### config.mk
export PLATFORM = sky130hd
export DESIGN_NAME = flash_ring_log_head_controller_flat
export DESIGN_NICKNAME = d
export VERILOG_FILES = /design/src/rtl/core/frlh_pkg.sv /design/src/rtl/core/frlh_chan_if.sv /design/src/rtl/core/frlh_rem.sv /design/src/rtl/core/flash_ring_log_head_controller.sv /design/src/flat_wrapper.sv
export SDC_FILE = /design/constraint.sdc
export NUM_CORES = 1
export LEC_CHECK = 0
export ABC_AREA = 1
export BUFFER_PORTS_ARGS = -buffer_cell sky130_fd_sc_hd__buf_2
export CORE_MARGIN = 2
export CORE_UTILIZATION = 49
export CTS_CLUSTER_DIAMETER = 200
export CTS_CLUSTER_SIZE = 40
export DETAILED_ROUTE_END_ITERATION = 10
export PLACE_DENSITY = 0.82
export SYNTH_ARGS = -nofsm -noshare
export SYNTH_HDL_FRONTEND = slang
export SYNTH_SLANG_ARGS = --single-unit
### constraint.sdc
create_clock -name clock -period 6.5 [get_ports clock]
set_clock_uncertainty 0.05 [all_clocks]
set_input_delay 0.325 -clock clock [delete_from_list [all_inputs] [get_ports clock]]
set_output_delay 0.325 -clock clock [all_outputs]
set_load 0.1 [all_outputs]
### src/rtl/core/frlh_pkg.sv
// ----------------------------------------------------------------------------
// frlh_pkg: shared types and constants of the flash ring log head controller
// Item layouts, operation and action codes, ring geometry and remainder unit
// handshake structs.
// ----------------------------------------------------------------------------
`default_nettype none

package frlh_pkg;

   // ring geometry
   localparam int SECTOR_BITS      = 6;
   localparam int SLOTS_PER_SECTOR = 1 << SECTOR_BITS;
   localparam int MAX_SLOTS        = 65536;
   localparam int SLOT_W           = 16;
   localparam int RING_W           = 17;
   localparam int SECT_W           = RING_W - SECTOR_BITS;
   localparam int REM_CNT_W        = $clog2(SECT_W + 1);
   localparam int RING_LIMIT       = (MAX_SLOTS < 65536) ? MAX_SLOTS : 65536;

   // record words
   localparam logic [31:0] LOG_MAGIC  = 32'h3158_4242;
   localparam logic [31:0] BLANK_WORD = 32'hffff_ffff;

   // register reset values
   localparam logic [RING_W-1:0] RING_SLOTS_RESET  = 17'd4096;
   localparam logic [31:0]       BOOT_NUMBER_RESET = 32'd0;

   // register decode on paddr[2]
   localparam logic REG_RING_SLOTS  = 1'b0;
   localparam logic REG_BOOT_NUMBER = 1'b1;
   localparam int   CSR_ADDR_W      = 3;

   // result queue
   localparam int RSP_DEPTH  = 4;
   localparam int RSP_PTR_W  = $clog2(RSP_DEPTH);
   localparam int RSP_CNT_W  = $clog2(RSP_DEPTH + 1);

   typedef enum logic [1:0] {
      OP_SCAN     = 2'd0,
      OP_SCAN_END = 2'd1,
      OP_PROBE    = 2'd2,
      OP_APPEND   = 2'd3
   } op_type;

   typedef enum logic [1:0] {
      ACT_READY = 2'd0,
      ACT_PROBE = 2'd1,
      ACT_ERASE = 2'd2,
      ACT_WRITE = 2'd3
   } action_type;

   typedef struct packed {
      op_type      opcode;
      logic [15:0] slot_index;
      logic [31:0] record_magic;
      logic [31:0] record_boot;
      logic [31:0] record_seq;
      logic [7:0]  event_kind;
      logic [15:0] event_code;
   } req_type;

   typedef struct packed {
      action_type  action;
      logic [15:0] slot;
      logic [31:0] stamp_boot;
      logic [31:0] stamp_seq;
      logic [7:0]  kind_out;
      logic [15:0] code_out;
      logic        last;
   } rsp_type;

   typedef struct packed {
      logic              start;
      logic [SECT_W-1:0] dividend;
      logic [SECT_W-1:0] divisor;
   } rem_req_type;

   typedef struct packed {
      logic              busy;
      logic              done;
      logic [SECT_W-1:0] remainder;
   } rem_rsp_type;

endpackage

`default_nettype wire

### src/rtl/core/frlh_chan_if.sv
// ----------------------------------------------------------------------------
// frlh_chan_if: valid/ready channel
// Carries one item per handshake with a payload of the given type.
// ----------------------------------------------------------------------------
`default_nettype none

interface frlh_chan_if #(
   parameter type payload_type = logic
);
   logic        valid;
   logic        ready;
   payload_type payload;

   modport source (output valid, output payload, input ready);
   modport sink   (input valid, input payload, output ready);
endinterface

`default_nettype wire

### src/rtl/core/frlh_rem.sv
// ----------------------------------------------------------------------------
// frlh_rem: iterative remainder unit
// Restoring remainder of two sector counts, one quotient bit per cycle.
// ----------------------------------------------------------------------------
`default_nettype none

module frlh_rem (
   input  wire logic                  clock,
   input  wire logic                  reset,
   input  wire frlh_pkg::rem_req_type rem_req,
   output frlh_pkg::rem_rsp_type      rem_rsp
);

   localparam int W = frlh_pkg::SECT_W;
   localparam int C = frlh_pkg::REM_CNT_W;

   logic         active_ff, active_in;
   logic         done_ff, done_in;
   logic [C-1:0] count_ff, count_in;
   logic [W-1:0] rem_ff, rem_in;
   logic [W-1:0] quo_ff, quo_in;
   logic [W-1:0] div_ff, div_in;
   logic [W:0]   trial;
   logic [W:0]   diff;

   always_comb begin
      trial     = {rem_ff, quo_ff[W-1]};
      diff      = trial - {1'b0, div_ff};
      active_in = active_ff;
      done_in   = 1'b0;
      count_in  = count_ff;
      rem_in    = rem_ff;
      quo_in    = quo_ff;
      div_in    = div_ff;
      if (rem_req.start) begin
         active_in = 1'b1;
         count_in  = C'(W);
         rem_in    = '0;
         quo_in    = rem_req.dividend;
         div_in    = rem_req.divisor;
      end else if (active_ff) begin
         rem_in   = (trial >= {1'b0, div_ff}) ? diff[W-1:0] : trial[W-1:0];
         quo_in   = {quo_ff[W-2:0], 1'b0};
         count_in = count_ff - C'(1);
         if (count_ff == C'(1)) begin
            active_in = 1'b0;
            done_in   = 1'b1;
         end
      end
   end

   always_ff @(posedge clock) begin
      if (reset) begin
         active_ff <= 1'b0;
         done_ff   <= 1'b0;
         count_ff  <= '0;
      end else begin
         active_ff <= active_in;
         done_ff   <= done_in;
         count_ff  <= count_in;
      end
   end

   always_ff @(posedge clock) begin
      rem_ff <= rem_in;
      quo_ff <= quo_in;
      div_ff <= div_in;
   end

   assign rem_rsp.busy      = active_ff | done_ff;
   assign rem_rsp.done      = done_ff;
   assign rem_rsp.remainder = rem_ff;

endmodule

`default_nettype wire

### src/rtl/core/flash_ring_log_head_controller.sv
// ----------------------------------------------------------------------------
// flash_ring_log_head_controller: write head manager for a flash log ring
// Tracks the newest valid record during a scan, places and probes the head,
// and turns append items into erase and write commands.
// ----------------------------------------------------------------------------
// results: an accepted item writes its results into the registered result queue, except below
// throughput: one item per cycle unless req stalls, bounded by one result per cycle on rsp
// a scan end after a found record offers its result once the remainder unit is done:
//   an 11-step remainder over the ring's sector count wraps the head, req stalls
// reset: head, sequence counter, scan tracking and result queue cleared,
//   ring_slots back to 4096, boot_number back to 0
// ----------------------------------------------------------------------------
`default_nettype none

module flash_ring_log_head_controller (
   input  wire logic                                    clock,
   input  wire logic                                    reset,
   frlh_chan_if.sink                                    req_chan,
   frlh_chan_if.source                                  rsp_chan,
   input  wire logic                                    csr_psel,
   input  wire logic                                    csr_penable,
   input  wire logic                                    csr_pwrite,
   input  wire logic [frlh_pkg::CSR_ADDR_W-1:0]         csr_paddr,
   input  wire logic [31:0]                             csr_pwdata,
   output logic      [31:0]                             csr_prdata,
   output logic                                         csr_pready
);

   localparam int SB = frlh_pkg::SECTOR_BITS;
   localparam int SW = frlh_pkg::SLOT_W;
   localparam int RW = frlh_pkg::RING_W;
   localparam int QW = frlh_pkg::SECT_W;
   localparam int PW = frlh_pkg::RSP_PTR_W;
   localparam int CW = frlh_pkg::RSP_CNT_W;

   // configuration registers
   logic [RW-1:0] ring_slots_ff;
   logic [31:0]   boot_number_ff;
   logic          csr_wr;

   // block state
   logic [SW-1:0] head_ff, head_in;
   logic [31:0]   seq_ff, seq_in;
   logic [31:0]   lead_boot_ff, lead_boot_in;
   logic [31:0]   lead_seq_ff, lead_seq_in;
   logic [SW-1:0] lead_slot_ff, lead_slot_in;
   logic          found_ff, found_in;
   logic [SB-1:0] low_ff, low_in;

   // result queue
   frlh_pkg::rsp_type q_ff [frlh_pkg::RSP_DEPTH];
   logic [PW-1:0] rd_ptr_ff, rd_ptr_in;
   logic [PW-1:0] wr_ptr_ff, wr_ptr_in;
   logic [CW-1:0] count_ff, count_in;
   logic [1:0]    push_cnt;
   frlh_pkg::rsp_type push0, push1;
   logic          pop;

   // derived ring geometry
   logic [RW-1:0] ring_clamp;
   logic [RW-1:0] ring_n;
   logic [QW-1:0] sect_n;
   logic [SW-1:0] head_eff;

   logic                  req_fire;
   frlh_pkg::req_type     req;
   frlh_pkg::rem_req_type rem_req;
   frlh_pkg::rem_rsp_type rem_rsp;

   function automatic frlh_pkg::rsp_type mk_rsp(frlh_pkg::action_type act,
                                                logic [SW-1:0] slot,
                                                logic last);
      frlh_pkg::rsp_type r;
      r            = '0;
      r.action     = act;
      r.slot       = slot;
      r.last       = last;
      return r;
   endfunction

   frlh_rem u_rem (
      .clock   (clock),
      .reset   (reset),
      .rem_req (rem_req),
      .rem_rsp (rem_rsp)
   );

   // configuration port
   assign csr_pready = 1'b1;
   assign csr_wr     = csr_psel & csr_penable & csr_pwrite;

   always_comb begin
      unique case (csr_paddr[2])
         frlh_pkg::REG_RING_SLOTS:  csr_prdata = {{(32-RW){1'b0}}, ring_slots_ff};
         frlh_pkg::REG_BOOT_NUMBER: csr_prdata = boot_number_ff;
         default:                   csr_prdata = '0;
      endcase
   end

   always_ff @(posedge clock) begin
      if (reset) begin
         ring_slots_ff  <= frlh_pkg::RING_SLOTS_RESET;
         boot_number_ff <= frlh_pkg::BOOT_NUMBER_RESET;
      end else if (csr_wr) begin
         unique case (csr_paddr[2])
            frlh_pkg::REG_RING_SLOTS:  ring_slots_ff  <= csr_pwdata[RW-1:0];
            frlh_pkg::REG_BOOT_NUMBER: boot_number_ff <= csr_pwdata;
            default:                   ring_slots_ff  <= ring_slots_ff;
         endcase
      end
   end

   // ring size: clamp, round down to whole sectors, at least one sector
   always_comb begin
      ring_clamp = (ring_slots_ff > RW'(frlh_pkg::RING_LIMIT)) ?
                   RW'(frlh_pkg::RING_LIMIT) : ring_slots_ff;
      ring_n     = {ring_clamp[RW-1:SB], {SB{1'b0}}};
      if (ring_clamp[RW-1:SB] == '0) begin
         ring_n = RW'(frlh_pkg::SLOTS_PER_SECTOR);
      end
      sect_n   = ring_n[RW-1:SB];
      head_eff = ({1'b0, head_ff} >= ring_n) ? '0 : head_ff;
   end

   assign req          = req_chan.payload;
   assign req_chan.ready = !rem_rsp.busy && (count_ff <= CW'(frlh_pkg::RSP_DEPTH - 2));
   assign req_fire     = req_chan.valid && req_chan.ready;

   // item processing
   always_comb begin
      logic [RW-1:0] slot_next;
      logic [QW-1:0] sect_next;
      logic [RW-1:0] head_inc;
      logic [SW-1:0] done_head;

      slot_next    = {1'b0, lead_slot_ff} + RW'(1);
      sect_next    = {1'b0, head_eff[SW-1:SB]} + QW'(1);
      head_inc     = {1'b0, head_eff} + RW'(1);
      done_head    = {rem_rsp.remainder[QW-2:0], low_ff};

      head_in      = head_ff;
      seq_in       = seq_ff;
      lead_boot_in = lead_boot_ff;
      lead_seq_in  = lead_seq_ff;
      lead_slot_in = lead_slot_ff;
      found_in     = found_ff;
      low_in       = low_ff;
      push_cnt     = 2'd0;
      push0        = '0;
      push1        = '0;
      rem_req      = '0;

      if (rem_rsp.done) begin
         head_in  = done_head;
         push_cnt = 2'd1;
         push0    = mk_rsp((low_ff != '0) ? frlh_pkg::ACT_PROBE : frlh_pkg::ACT_READY,
                           done_head, 1'b1);
      end else if (req_fire) begin
         case (req.opcode)
            frlh_pkg::OP_SCAN: begin
               if (req.record_magic == frlh_pkg::LOG_MAGIC &&
                   (!found_ff || req.record_boot > lead_boot_ff ||
                    (req.record_boot == lead_boot_ff && req.record_seq > lead_seq_ff)))
               begin
                  found_in     = 1'b1;
                  lead_boot_in = req.record_boot;
                  lead_seq_in  = req.record_seq;
                  lead_slot_in = req.slot_index;
               end
            end
            frlh_pkg::OP_SCAN_END: begin
               found_in     = 1'b0;
               lead_boot_in = '0;
               lead_seq_in  = '0;
               lead_slot_in = '0;
               if (found_ff) begin
                  rem_req.start    = 1'b1;
                  rem_req.dividend = slot_next[RW-1:SB];
                  rem_req.divisor  = sect_n;
                  low_in           = slot_next[SB-1:0];
               end else begin
                  head_in  = '0;
                  push_cnt = 2'd1;
                  push0    = mk_rsp(frlh_pkg::ACT_READY, '0, 1'b1);
               end
            end
            frlh_pkg::OP_PROBE: begin
               head_in = head_eff;
               if (head_eff[SB-1:0] != '0 && req.record_magic != frlh_pkg::BLANK_WORD) begin
                  head_in = (sect_next == sect_n) ? '0 : {sect_next[QW-2:0], {SB{1'b0}}};
               end
               push_cnt = 2'd1;
               push0    = mk_rsp(frlh_pkg::ACT_READY, head_in, 1'b1);
            end
            frlh_pkg::OP_APPEND: begin
               seq_in           = seq_ff + 32'd1;
               push1            = mk_rsp(frlh_pkg::ACT_WRITE, head_eff, 1'b1);
               push1.stamp_boot = boot_number_ff;
               push1.stamp_seq  = seq_in;
               push1.kind_out   = req.event_kind;
               push1.code_out   = req.event_code;
               if (head_eff[SB-1:0] == '0) begin
                  push_cnt = 2'd2;
                  push0    = mk_rsp(frlh_pkg::ACT_ERASE, head_eff, 1'b0);
               end else begin
                  push_cnt = 2'd1;
                  push0    = push1;
               end
               head_in = (head_inc == ring_n) ? '0 : head_inc[SW-1:0];
            end
            default: begin
               head_in = head_ff;
            end
         endcase
      end
   end

   always_ff @(posedge clock) begin
      if (reset) begin
         head_ff      <= '0;
         seq_ff       <= '0;
         lead_boot_ff <= '0;
         lead_seq_ff  <= '0;
         lead_slot_ff <= '0;
         found_ff     <= 1'b0;
      end else begin
         head_ff      <= head_in;
         seq_ff       <= seq_in;
         lead_boot_ff <= lead_boot_in;
         lead_seq_ff  <= lead_seq_in;
         lead_slot_ff <= lead_slot_in;
         found_ff     <= found_in;
      end
   end

   always_ff @(posedge clock) begin
      low_ff <= low_in;
   end

   // result queue
   assign pop            = rsp_chan.valid && rsp_chan.ready;
   assign rsp_chan.valid = (count_ff != '0);
   assign rsp_chan.payload = q_ff[rd_ptr_ff];

   always_comb begin
      rd_ptr_in = pop ? rd_ptr_ff + PW'(1) : rd_ptr_ff;
      wr_ptr_in = wr_ptr_ff + PW'(push_cnt);
      count_in  = count_ff + CW'(push_cnt) - CW'(pop);
   end

   always_ff @(posedge clock) begin
      if (reset) begin
         rd_ptr_ff <= '0;
         wr_ptr_ff <= '0;
         count_ff  <= '0;
      end else begin
         rd_ptr_ff <= rd_ptr_in;
         wr_ptr_ff <= wr_ptr_in;
         count_ff  <= count_in;
      end
   end

   always_ff @(posedge clock) begin
      if (push_cnt != 2'd0) begin
         q_ff[wr_ptr_ff] <= push0;
      end
      if (push_cnt == 2'd2) begin
         q_ff[wr_ptr_ff + PW'(1)] <= push1;
      end
   end

   // checks
   a_queue_bound: assert property (@(posedge clock) disable iff (reset)
      count_ff <= CW'(frlh_pkg::RSP_DEPTH))
      else $error("result queue overflow");

   a_rem_release: assert property (@(posedge clock) disable iff (reset)
      rem_rsp.done |=> !rem_rsp.busy)
      else $error("remainder unit still busy after done");

   a_first_of_two: assert property (@(posedge clock) disable iff (reset)
      rsp_chan.valid && !rsp_chan.payload.last |->
         rsp_chan.payload.action == frlh_pkg::ACT_ERASE)
      else $error("non-final result is not an erase");

endmodule

`default_nettype wire

### src/flat_wrapper.sv
// flat-port wrapper written by rule: the top's interface ports become plain ports
module flash_ring_log_head_controller_flat 
  (clock, reset, csr_psel, csr_penable, csr_pwrite, csr_paddr, csr_pwdata, csr_prdata, csr_pready, req_chan_valid, req_chan_payload, req_chan_ready, rsp_chan_valid, rsp_chan_payload, rsp_chan_ready);
  frlh_chan_if #(.payload_type(frlh_pkg::req_type)) req_chan_i ();
  frlh_chan_if #(.payload_type(frlh_pkg::rsp_type)) rsp_chan_i ();
  input  wire logic clock;
  input  wire logic reset;
  input  wire logic csr_psel;
  input  wire logic csr_penable;
  input  wire logic csr_pwrite;
  input  wire logic [frlh_pkg::CSR_ADDR_W-1:0] csr_paddr;
  input  wire logic [31:0] csr_pwdata;
  output logic      [31:0] csr_prdata;
  output logic csr_pready;
  input wire logic [$bits(req_chan_i.valid)-1:0] req_chan_valid;
  input wire logic [$bits(req_chan_i.payload)-1:0] req_chan_payload;
  output wire logic [$bits(req_chan_i.ready)-1:0] req_chan_ready;
  output wire logic [$bits(rsp_chan_i.valid)-1:0] rsp_chan_valid;
  output wire logic [$bits(rsp_chan_i.payload)-1:0] rsp_chan_payload;
  input wire logic [$bits(rsp_chan_i.ready)-1:0] rsp_chan_ready;
  assign req_chan_i.valid = req_chan_valid;
  assign req_chan_i.payload = req_chan_payload;
  assign req_chan_ready = req_chan_i.ready;
  assign rsp_chan_valid = rsp_chan_i.valid;
  assign rsp_chan_payload = rsp_chan_i.payload;
  assign rsp_chan_i.ready = rsp_chan_ready;
  flash_ring_log_head_controller u_core (.clock(clock), .reset(reset), .req_chan(req_chan_i), .rsp_chan(rsp_chan_i), .csr_psel(csr_psel), .csr_penable(csr_penable), .csr_pwrite(csr_pwrite), .csr_paddr(csr_paddr), .csr_pwdata(csr_pwdata), .csr_prdata(csr_prdata), .csr_pready(csr_pready));
endmodule
==> results.ini, run 1 <==
[synth]
synth.cell_area_mm2=0.0333
ys.flop_type=edfxtp_1
avgSynthCellArea_um2=8.43
async_flop_share_pct=0
ys_ff_latch=660
synth_cell_types=55
syn_nets=4235
ys_seq_area_share_pct=53.4
yosys_warnings=0
synth-edff-count=456
netlist_instances=3950

[hold_path]
hold_path_class=input port to flip-flop

[final_layout]
nets=4492
final_common_cell=nand2_1
seqCellArea_mm2=0.0178
final_cell_mix=nand2_1, nor2_1, edfxtp_1
syn_to_final_growth_pct=11.6
postLayoutCellArea_mm2=0.0372
n_fill_cell=5757
multiInputGateArea_mm2=0.0135
drive_gt1_share_pct=10.9

[placed_design]
place_hpwl_um=60400
placed_area_mm2=0.0357
port-buffer-count=318
finalWeightedCongestion=0.949

[job]
cap_violations=0

[timing]
tns_ns=0
hold_viol=0
fin_hold_ws_ns=0.0268
finalMaxSlewViolations=0
relSlewSlack_pct=23.0
worst_pin_slew_ns=1.15
setup-violations-final=0
finalCritPeriodShare_pct=88.4
fmax_ghz=0.174
period_minus_slack_ns=5.75
rsz0062_at_grt=false

[floorplanning]
initial_core_util_pct=49.6
pin_count=322
design.die.area_mm2=0.0700
die_y_um=265
row_count=95
coreArea_mm2=0.0672
die_x_um=265

[global_routing]
grt_pass1_vias=27100
overflow=0
grtUsageTotal_pct=25.6
antenna_found_initial=2
grt_max_degree=216
grt_pass1_wl_um=145000

[cts]
cts_tree=yes
cts-buffers-inserted=20
worstSkewPairLatency_ns=0.63
root_buffer=clkbuf_16
clock-sinks=660
h-tree-depth=1
path_clk_slew_ns=0.14
cts.path.max_buffers=3
post_cts_buffers=0

[route]
wl_um=92600
vias=28900
dr.pass1.iters=6
final_antenna_net_count=0
drt_iter0_markers=3565
viasPerCell=5.67
drc=0
wire_per_inst_um=18.2

[critical_path]
cp-start-kind=flip-flop
cp_slowest_cell=buf_4
end_kind=flip-flop
crit_top_cell=nand2_1
worst-path-max-fanout=22
critPathRequiredTime_ns=6.74
setup.worst_path.class=flip-flop to flip-flop
max_stage_delay_ns=0.39
cpLargestDelayFamily=simple AND/OR/NAND/NOR gates
cp_num_buf_inv=7
critPathArrivalTime_ns=5.99

[power_and_ir_drop]
powerDensity_mw_per_mm2=319
peakVddDrop_v=0.000261
leakage_nw=14.0

[outcome]
outcome=finished, final reports clean

## metal layers
metal | up-vias | track usage, % | part of all wire [%]
li1 | 13700 | - | -
met1 | 13600 | 34.4 | 40
met2 | 1440 | 42.9 | 47
met3 | 179 | 4.01 | 9.6
met4 | 2 | 7.99 | 3.3
met5 | - | 0 | 0.014
## worst register-to-register path: cells and delay by family, from the launching register on
family	cells	cell delay [ns]
and+or+nand+nor	16	2.66
buffers and inverters	7	1.19
adders and majority gates	2	0.56
DFF	1	0.33
AOI/OAI and AO/OA	3	0.62
## report_power, final
group          internal [mW]  switching, mW  leakage, nW
combinational          0.897           4.19         7.85
clock                  0.608           1.24        0.280
sequential              4.79          0.132         5.89
total                   6.29           5.56         14.0
## cell usage after synthesis, types with 2 or more instances
cell type	number	area share (%)
a211oi_1	5	0.11
a21o_1	2	0.045
a21oi_1	219	3.3
a221oi_1	2	0.053
a31oi_1	9	0.17
and2_1	2	0.038
buf_1	6	0.068
buf_2	32	0.48
buf_4	6	0.14
clkbuf_1	167	1.9
clkinv_1	2	0.023
dfxtp_1	204	12
edfxtp_1	456	41
fa_1	2	0.12
ha_1	103	3.9
inv_1	289	3.3
inv_2	15	0.17
nand2_1	808	9.1
nand2_2	4	0.075
nand3_1	94	1.4
nand3_2	3	0.090
nand3b_1	81	1.8
nand4_1	37	0.70
nor2_1	767	8.7
nor2_2	16	0.30
nor2_4	4	0.14
nor3_1	27	0.41
nor3_4	2	0.098
nor4_1	21	0.39
o2111ai_1	2	0.053
o21ai_0	379	5.7
o21ai_1	6	0.090
o21bai_1	4	0.090
o221ai_1	6	0.16
o22ai_1	115	2.2
or2_2	6	0.11
xnor2_1	9	0.24
xor2_1	21	0.55
## final timing paths
check	startpoint	endpoint	slack, ns	depth (start not counted)
max	u_core.ring_slots_ff[15]	u_core.q_ff[0][36]	0.75	28
min	req_chan_payload[30]	u_core.lead_seq_ff[6]	0.03	4
max reg2reg	u_core.ring_slots_ff[15]	u_core.q_ff[0][36]	0.75	28
min reg2reg	u_core.lead_seq_ff[26]	u_core.lead_seq_ff[26]	0.42	2
## repair_timing
action | 4_1_cts | 5_1_grt
endpoints found under the hold margin | 94 | 0
hold buffers | 81 | 0
setup endpoints to repair | 0 | 4
resized for setup | 0 | 1
## layout make-up
cell class	count	share of cell area (%)
well taps	873	2.94
clock buffers	34	1.49
diodes	2	0.0135
clock inverters	2	0.0977
inverters	306	3.12
flip-flops and latches	660	47.9
repair buffers	448	8.07
multi-input cells	2771	36.4
## stage by stage
step	util (%)	cells	worst slack [ns]	power, mW
floorplan	-	3950	0.107	8.86
global placement	53.2	4977	0.885	9.96
detailed placement	53.2	4977	0.748	10.0
CTS	55.3	5094	0.723	11.8
global route	55.3	5095	0.193	12.3
finish	55.3	5096	0.753	11.9
## registers in the layout, indices dropped and copies added, names as in the netlist, named ones only
signal / count
u_core.lead_slot_ff: 16
u_core.seq_ff: 32
u_core.q_ff: 428
u_core.u_rem.done_ff: 1
u_core.rd_ptr_ff: 2
u_core.u_rem.active_ff: 1
u_core.u_rem.quo_ff: 11
u_core.head_ff: 16
u_core.lead_boot_ff: 32
u_core.boot_number_ff: 32
u_core.low_ff: 6
u_core.u_rem.rem_ff: 11
u_core.found_ff: 1
u_core.ring_slots_ff: 17
u_core.u_rem.div_ff: 11
u_core.count_ff: 3
u_core.lead_seq_ff: 32
u_core.u_rem.count_ff: 4
u_core.wr_ptr_ff: 2
## kinds of logic (layout without fill, tap and decap cells)
kind of cell | count (synthesis) | count (layout) | synth area share (%)
AND/OR/NAND/NOR | 1879 | 1879 | 23.6
AO/OA/AOI/OAI | 756 | 756 | 12.1
flip-flops | 660 | 660 | 53.4
buffers and inverters | 519 | 790 | 6.10
adder cells (fa/ha/maj) | 105 | 105 | 3.99
XOR/XNOR | 30 | 30 | 0.790
other | 1 | 3 | 0.0113
Note: power is estimated with default switching activity, not from simulation.
==> run 2: changes to the inputs <==
--- a/config.mk
+++ b/config.mk
@@ -7,11 +7,13 @@
 export LEC_CHECK = 0
 export ABC_AREA = 1
 export BUFFER_PORTS_ARGS = -buffer_cell sky130_fd_sc_hd__buf_2
+export CORE_ASPECT_RATIO = 1.5
 export CORE_MARGIN = 2
 export CORE_UTILIZATION = 49
 export CTS_CLUSTER_DIAMETER = 200
 export CTS_CLUSTER_SIZE = 40
 export DETAILED_ROUTE_END_ITERATION = 10
+export HOLD_SLACK_MARGIN = 0.12
 export PLACE_DENSITY = 0.82
 export SYNTH_ARGS = -nofsm -noshare
 export SYNTH_HDL_FRONTEND = slang
==> run 2 against run 1 <==
First-iteration DRC count shrank 30%. Combinational power grew 0.8%. Register-to-register slack lost 0.16 ns. Maximum frequency shrank 2.7%. Core utilization grew 0.91 points. Sequential share of layout area shrank 1.0 points. Flip-flop and latch count is the same. Final cell count grew 2.0%. Critical path depth shrank 1. Global-route usage grew 2.0 points. Sequential power is essentially flat. Critical endpoint is now u_core.q_ff[2][81]. Largest cell class unchanged. Highest routed layer unchanged.
==> results.ini, run 2 (same netlist as run 1, synthesis figures left out) <==
[power_and_ir_drop]
p_int_mw=6.35
peakVddDrop_v=0.000335
power.share.sequential_pct=41.5
combinationalPowerShare_pct=43.0
switchingPower_mw=5.59
power_mw=11.9
powerDensity_mw_per_mm2=315
clockPowerShare_pct=15.5
leakage_nw=14.4
swShare_pct=46.8

[route]
viasPerCell=5.64
vias=29300
wire_per_inst_um=19.0
drt_iter0_markers=2484
wl_um=98900
dr.pass1.iters=6
final_antenna_net_count=0
drc=0

[critical_path]
reg2reg_to=u_core.q_ff[2][81]
worst-r2r-cell-count=27
cp-endpoint=u_core.q_ff[2][81]
crit_start=u_core.ring_slots_ff[12]
reg2reg_slack_ns=0.60
critPathRequiredTime_ns=6.73
cp-start-kind=flip-flop
worst-path-max-fanout=52
timing.rr.start=u_core.ring_slots_ff[12]
setup.worst_path.class=flip-flop to flip-flop
end_kind=flip-flop
critPathArrivalTime_ns=6.13

[cts]
h-tree-depth=1
worstSkewPairLatency_ns=0.61
cts-buffers-inserted=20
cts_tree=yes
post_cts_resized=0
root_buffer=clkbuf_16
post_cts_buffers=0
cts.path.max_buffers=3
path_clk_slew_ns=0.15
clock-sinks=660

[outcome]
outcome=finished, final reports clean

[floorplanning]
design.die.area_mm2=0.0701
die_x_um=217
row_count=117
coreArea_mm2=0.0675
pin_count=322
die_y_um=323
initial_core_util_pct=49.3

[timing]
period_minus_slack_ns=5.90
setup-violations-final=0
fmax_ghz=0.169
relSlewSlack_pct=33.1
rsz0062_at_grt=false
worst_pin_slew_ns=1.00
hold_viol=0
tns_ns=0
finalMaxSlewViolations=0
finalCritPeriodShare_pct=90.8

[global_routing]
grt_pass1_wl_um=153000
grt_max_degree=97
grtUsageTotal_pct=27.7
antenna_found_initial=5
overflow=0
grt_pass1_vias=28900

[placed_design]
finalWeightedCongestion=1.01
port-buffer-count=318
place_hpwl_um=65100

[job]
cap_violations=0

[final_layout]
final_common_cell=nand2_1
largest_reg_flops=428
final_cell_mix=nand2_1, nor2_1, edfxtp_1
drive_gt1_share_pct=10.8
nets=4573
syn_to_final_growth_pct=14.0
top_register=u_core.q_ff

[hold_path]
hold_path_class=input port to flip-flop

==> run 2: cell types whose count changed in the layout (fill, tap and decap cells not counted), moves of 2 or more <==
cell           change
inv_2              +4
clkinv_2           -4
buf_4              +7
buf_12             -2
dlygate4sd3_1     +76
==> run 2: worst min path at each step <==
| stage | from | to | slack (ns) | cells past startpoint |
|---|---|---|---|---|
| 2_1_floorplan | u_core.u_rem.rem_ff[10] | u_core.u_rem.rem_ff[10] | 0.38 | 1 |
| 3_5_place_dp | u_core.lead_boot_ff[9] | u_core.lead_boot_ff[9] | 0.40 | 2 |
| 4_1_cts | csr_penable | u_core.ring_slots_ff[12] | 0.16 | 4 |
| 6_report | csr_penable | u_core.ring_slots_ff[12] | 0.21 | 4 |
| 3_3_place_gp | u_core.rd_ptr_ff[1] | flip-flop | 0.39 | 2 |
| 5_1_grt | csr_penable | u_core.ring_slots_ff[12] | 0.25 | 4 |
==> run 2: layer usage <==
metal	GRT usage (%)	part of all wire [%]
met5	0	0.031
met4	16.1	6.3
met3	3.07	6.7
met2	51.0	51
met1	30.8	36
==> run 2: final cells by class <==
class / instances / area, um2
diodes: 2 / 5.00
clock buffers: 35 / 578
clock inverters: 1 / 20.0
fillers: 5819 / 29500
inverters: 306 / 1150
multi-input cells: 2771 / 13500
flip-flops and latches: 660 / 17800
well taps: 892 / 1120
repair buffers: 529 / 3770
==> run 2: per-stage QoR <==
stage	instances	instance area, um2	utilization, %	setup WS (ns)	hold WS [ns]
after floorplan	3950	33300	-	0.107	0.382
after global placement	5001	35800	53.0	0.852	0.389
after detailed placement	5001	35800	53.0	0.736	0.402
after CTS	5194	37900	56.2	0.676	0.163
after global routing	5195	37900	56.2	0.207	0.251
final	5196	38000	56.2	0.596	0.214
==> run 2: what timing repair did <==
| action | CTS | global route |
|---|---|---|
| endpoints found under the setup margin | 0 | 0 |
| hold endpoints to repair | 231 | 0 |
| hold buffers | 157 | 0 |
==> run 2: power groups by stage <==
stage	Combinational, mW	Sequential, mW	Clock (mW)
2_1_floorplan	3.88	4.98	0
3_3_place_gp	4.99	5.03	0
3_5_place_dp	5.03	5.05	0
4_1_cts	5.11	4.95	1.87
5_1_grt	5.39	4.98	1.98
6_report	5.13	4.95	1.85
==> run 2: worst max-delay path, cell delays in order (launching register included) <==
cell,delay [ns]
dfxtp_1,0.34
nor2_1,0.17
nand2_1,0.08
nor3_1,0.14
nand2_1,0.08
nand2_1,0.11
inv_1,0.13
nor2_1,0.25
inv_1,0.15
ha_1,0.30
inv_1,0.07
nor3_4,0.24
inv_1,0.08
nor2_2,0.11
nand2_2,0.17
nand2_4,0.33
nor2_1,0.18
inv_1,0.13
ha_1,0.18
o21ai_2,0.10
inv_1,0.11
o221ai_1,0.11
nand2_1,0.24
nand2_1,0.17
nor2_1,0.26
nand2_1,0.47
nand2_4,0.39
buf_12,0.33
